File: src/sv/pcm_pkg.sv
`timescale 1ns / 1ps

package pcm_pkg;

   // Defaults for the top-level parameters.
   localparam int MAX_METRICS_DEF = 8;
   localparam int MAX_ROWS_DEF    = 4096;

   // Field widths of the stream and register words.
   localparam int MC_W       = 4;
   localparam int THR_W      = 15;
   localparam int SAMPLE_W   = 16;
   localparam int OUT_IDX_W  = 3;
   localparam int COEF_W     = 16;
   localparam int STATUS_W   = 2;
   localparam int CSR_IDX_W  = 1;
   localparam int CSR_DATA_W = 15;
   localparam int REQ_DATA_W = 16;
   localparam int RSP_PAD_W  = 1;
   localparam int RSP_DATA_W = 2 * OUT_IDX_W + COEF_W + 1 + RSP_PAD_W;

   // Shared multiplier and the limb-serial wide product built on it.
   localparam int LIMB_W   = 32;
   localparam int OP_LIMBS = 4;
   localparam int OP_W     = LIMB_W * OP_LIMBS;
   localparam int ACC_W    = 2 * OP_W;
   localparam int MUL_W    = LIMB_W + 1;
   localparam int PROD_W   = 2 * MUL_W;

   // Register reset values and codes.
   localparam logic [MC_W-1:0]      METRIC_COUNT_RST     = 4'd8;
   localparam logic [THR_W-1:0]     THR_RST              = 15'd22938;
   localparam logic [COEF_W-1:0]    COEF_MAX             = 16'h7FFF;
   localparam logic [CSR_IDX_W-1:0] CSR_METRIC_COUNT     = 1'b0;
   localparam logic [CSR_IDX_W-1:0] CSR_STRONG_THRESHOLD = 1'b1;
   localparam logic                 CMD_SAMPLE           = 1'b0;
   localparam logic                 CMD_FINISH           = 1'b1;
   localparam logic [STATUS_W-1:0]  STATUS_OK            = 2'd0;
   localparam logic [STATUS_W-1:0]  STATUS_FEW_ROWS      = 2'd1;
   localparam logic [STATUS_W-1:0]  STATUS_DROPPED       = 2'd2;
   localparam int                   MIN_ROWS             = 3;

   // One request to the shared signed multiplier.
   typedef struct packed {
      logic signed [MUL_W-1:0] a;
      logic signed [MUL_W-1:0] b;
   } mul_req_type;

   typedef enum logic [4:0] {
      ST_IDLE,
      ST_COMMIT,
      ST_FIN_START,
      ST_VAR_RD,
      ST_VAR_M1,
      ST_VAR_M2,
      ST_VAR_WR,
      ST_PAIR_RD,
      ST_PAIR_M1,
      ST_PAIR_M2,
      ST_PAIR_NUM,
      ST_PAIR_ML,
      ST_TEST_INIT,
      ST_TEST_K,
      ST_TEST_T,
      ST_TEST_R,
      ST_TEST_CMP,
      ST_EMIT,
      ST_ERR,
      ST_CLEAR,
      ST_WAIT
   } state_type;

   // Position of pair (a, b), a <= b, in the packed upper triangle.
   function automatic int tri_index(int a, int b, int m);
      return ((a * (2 * m - a + 1)) >>> 1) + (b - a);
   endfunction

endpackage

File: src/sv/pcm_mul.sv
`timescale 1ns / 1ps

module pcm_mul import pcm_pkg::*; (
   input  logic                     clock,
   input  mul_req_type              req,
   output logic signed [PROD_W-1:0] prod_ff
);

   logic signed [PROD_W-1:0] prod_in;

   // Signed multiply with a registered product.
   assign prod_in = req.a * req.b;

   always_ff @(posedge clock) begin
      prod_ff <= prod_in;
   end

endmodule

File: config.mk
export PLATFORM = sky130hd
export DESIGN_NAME = pcm_mul
export DESIGN_NICKNAME = d
export VERILOG_FILES = /design/src/sv/pcm_pkg.sv /design/src/sv/pcm_mul.sv
export SDC_FILE = /design/constraint.sdc
export NUM_CORES = 2
export LEC_CHECK = 0
export ABC_AREA = 1
export ABC_CLOCK_PERIOD_IN_PS = 7340
export CAP_MARGIN = 20
export CORE_MARGIN = 1.5
export CORE_UTILIZATION = 25
export DETAILED_ROUTE_END_ITERATION = 8
export DONT_BUFFER_PORTS = 1
export PLACE_DENSITY = 0.37
export SYNTH_ARGS = -nofsm -noshare
export SYNTH_HDL_FRONTEND = slang
export SYNTH_SLANG_ARGS = --single-unit
File: constraint.sdc
create_clock -name clock -period 7.34 [get_ports clock]
set_clock_uncertainty 0.1 [all_clocks]
set_input_delay 0.367 -clock clock [delete_from_list [all_inputs] [get_ports clock]]
set_output_delay 0.367 -clock clock [all_outputs]
set_load 0.005 [all_outputs]
## After elaboration in Yosys (flattened, before gate mapping)

Cells that the tools add are included.

- Register bits after elaboration: 66
- Bits of input ports: 67
- Output and inout bits: 66
- Logic and storage cells: 2

- $mul: 1

Operators with widths:

| kind | count |
|---|---|
| $mul 33x33->66 | 1 |

## Longest topological paths before layout

- Depth in word-level cells: 1
- Gate-level depth with buffers: 34
- Gate-level depth less buffers: 32

## Worst setup path before layout

No wires, ideal clock.

- Path type: input-to-reg
- Start point: input req[65] (netlist name)
- End point: register prod_ff[60]
- Arrival time: 7.010 ns
- Required time: 7.127 ns
- Slack: 0.117 ns
- Stages on the path: 23
- Path buffers: 2
- Cell sequence: clkbuf_1 -> clkbuf_1 -> nand2_1 -> inv_1 -> fa_1 -> fa_1 -> fa_1 -> fa_1 -> inv_1 -> fa_1 -> fa_1 -> fa_1 -> fa_1 -> inv_1 -> ha_1 -> nand2_1 -> nor2_1 -> inv_1 -> nor3_1 -> nand2_1 -> and2_0 -> nand4_1 -> nand2_1

- Cells in the longest elaborated chain, start to end: 1

Ends and longest elaborated chain:

| item | line | source |
|---|---|---|
| start, declared | pcm_mul.sv:5 | `input mul_req_type req,` |
| $mul 33x33->66 | pcm_mul.sv:12 | `assign prod_in = req.a * req.b;` |
| via prod_in[60] | pcm_mul.sv:9 | `logic signed [PROD_W-1:0] prod_in;` |
| end signal, assigned | pcm_mul.sv:15 | `prod_ff <= prod_in;` |
| end, declared | pcm_mul.sv:6 | `output logic signed [PROD_W-1:0] prod_ff` |

The timed path passes the listed nets, and every way through them passes these cells.

## Worst setup path in the final report

- Start point: input req[15] (netlist name)
- End point: register prod_ff[60]

Same word-level chain as after synthesis.

==> impl_metrics.yaml <==
outcome:
  status: "complete, no violations"
logic_synthesis:
  synth-seq-area-share: 0.03060
  yosysTopAreaCell: "fa_1"
  syn_inst: 5549
  synth.area.mux_share: 0
  syn_area_um2: 43180
  synth-xor-area-share: 0.007911
  syn_nets: 6978
  synth-simple-area-share: 0.1661
  synthDistinctLibCells: 32
  synth-adder-area-share: 0.5938
  synth_top_family_by_area: "adder cells"
  ys_warn_count: 0
  yosys-top-cells-area: "fa_1 53%, inv_1 16%, nand2_1 13%, ha_1 6.3%, dfxtp_1 3.1%"
  synth_compound_area_frac: 0.01342
  ys_ff_latch: 66
  synth.top_cell.area_share: 0.5309
  avgSynthCellArea_um2: 7.781
critical_path:
  cp_num_buf_inv: 8
  path_max_fanout: 33
  endpoint_kind: "flop"
  crit_required_ns: 7.45
  slowest_delay_ns: 0.61
  critPathSlowestCell: "fa_1"
  start_kind: "input pin"
  critical_path_class: "in -> reg"
  cp.arrival_ns: 7.05
  critPathTopFamily: "adder cells"
  cp-startpoint: "req[15]"
  critPathMostFrequentCell: "fa_1"
sta:
  worst_pin_slew_ns: 0.6921
  hold_violations: 0
  period_minus_slack_ns: 6.939
  fmax_mhz: 144.1
  grt_setup_unrepaired: "no"
  setup_viol: 0
  maxSlewViolCount: 0
  fin_tns_setup_ns: 0
  slew_headroom: 0.5372
  fin_crit_sh: 0.9453
finish:
  top_regs: "prod_ff x66"
  largest_reg_flops: 66
  fin_util: 0.2665
  layout.nets: 6769
  regMostFlops: "prod_ff"
  drive_gt1_frac: 0.02301
  area_growth_pct: 5.903
detailed_routing:
  drtPass1Iterations: 5
  viasPerCell: 4.104
  wire_per_inst_um: 18.99
  ant_nets: 0
  drt-total-wl_um: 145400
  drc: 0
  dr.first_iter.drc_count: 1402
  vias: 31417
global_route:
  met3_usage: 0.01365
  gr-total-overflow: 0
  grt_max_degree: 34
  grtUsageMet1: 0.2147
  top_usage_layer: "met2"
  grtUsageMet2: 0.3314
  antenna_found_initial: 1
  first_global_vias: 36391
  grt_pass1_wl_um: 228900
  track_usage: 0.1737
placement:
  port_buffers: 0
  dp_hpwl_um: 121500
  gp_congestion: 0.8480
clock_network:
  cts.path.max_buffers: 2
  ctsHoldBuffers: 0
  clock-root-buffer: "clkbuf_16"
  postCtsSetupRepairBufs: 0
  cts_tree: "built"
  cts_inserted_buffers: 9
  numClockSinks: 66
  h-tree-depth: 3
  clkTransAtPathRegs_ns: 0.06
floorplan:
  placeableCoreArea_um2: 171500
  initial_core_util: 0.2517
  fp.dieW_um: 418.6
  fp.dieH_um: 418.6
  ios: 133
  die_area_um2: 175200
  rows: 152
run:
  max_cap_viol_count: 0
worst_hold_path:
  min_from: "req[33]"
  min_path_type: "in -> reg"
## cell usage after synthesis
master	number
inv_1	1896
and2_1	2
xor2_1	35
buf_1	2
a21o_1	3
dfxtp_1	66
nand3_2	8
nand2_2	15
inv_2	6
nor2_4	4
nand3_1	70
nor3_1	8
ha_1	217
or2_2	5
o21ai_1	6
fa_1	1145
clkbuf_1	261
o21bai_1	12
or2_1	1
nor2_1	125
o21ai_0	18
a21oi_1	61
nor4_1	5
nand3b_1	4
nand4_1	19
o21a_1	1
and2_0	1
nand2_1	1523
a21boi_0	1
a21oi_2	3
nor2_2	22
xnor2_1	4
## per-stage QoR
stage | cell area, µm² | cells | setup WS [ns] | hold WS, ns
finish | 45720 | 7656 | 0.4014 | 0.02018
global route | 45720 | 7655 | 0.06215 | 0.003701
CTS | 45720 | 7655 | 0.3709 | 0.0008779
detailed placement | 45410 | 7639 | 0.01422 | 0.3725
global placement | 45410 | 7639 | -0.008498 | 0.3696
floorplan | 43180 | 5549 | 0.1172 | 0.5306
## layout by cell type (no fill, tap or decap), drive strengths merged
cell type / n
a21boi: 1
a21o: 3
a21oi: 64
and2: 3
buf: 43
bufinv: 1
clkbuf: 10
clkinv: 5
dfxtp: 66
diode: 1
fa: 1145
ha: 217
inv: 1902
nand2: 1538
nand3: 78
nand3b: 4
nand4: 19
nor2: 151
nor3: 8
nor4: 5
o21a: 1
o21ai: 24
o21bai: 12
or2: 6
xnor2: 4
xor2: 35
## kinds of logic (layout without fill, tap and decap cells)
group           count (synthesis)  after routing
buf+inv                      2165           1961
simple gates                 1812           1812
fa+ha+maj                    1362           1362
compound gates                105            105
flops                          66             66
xor+xnor                       39             39
other cells                     0              1
## worst paths after layout
path / endpoint / slack, ns / cells past startpoint
worst max-delay path: prod_ff[60] / 0.40 / 25
worst min-delay path: prod_ff[0] / 0.02 / 2
## layout make-up
type	count	area (µm²)
well taps	2310	2890
clock inverters	6	66.31
flip-flops and latches	66	1321
inverters	1902	7139
multi-input cells	3318	33730
diodes	1	2.502
repair buffers	43	335.3
clock buffers	10	239.0
fillers	19172	125800
## routing by layer
metal | up-vias | share of wire
met2 | 356 | 0.54
met3 | 95 | 0.023
li1 | 14560 | -
met1 | 16406 | 0.42
met5 | - | 0
met4 | 0 | 0.016
## what timing repair did
action,CTS,global route
hold endpoints to repair,0,0
endpoints found under the setup margin,0,1
resized for setup,0,1
Power is not shown: default switching activity piles up to over one toggle a cycle in this logic, so the estimate is an artifact.
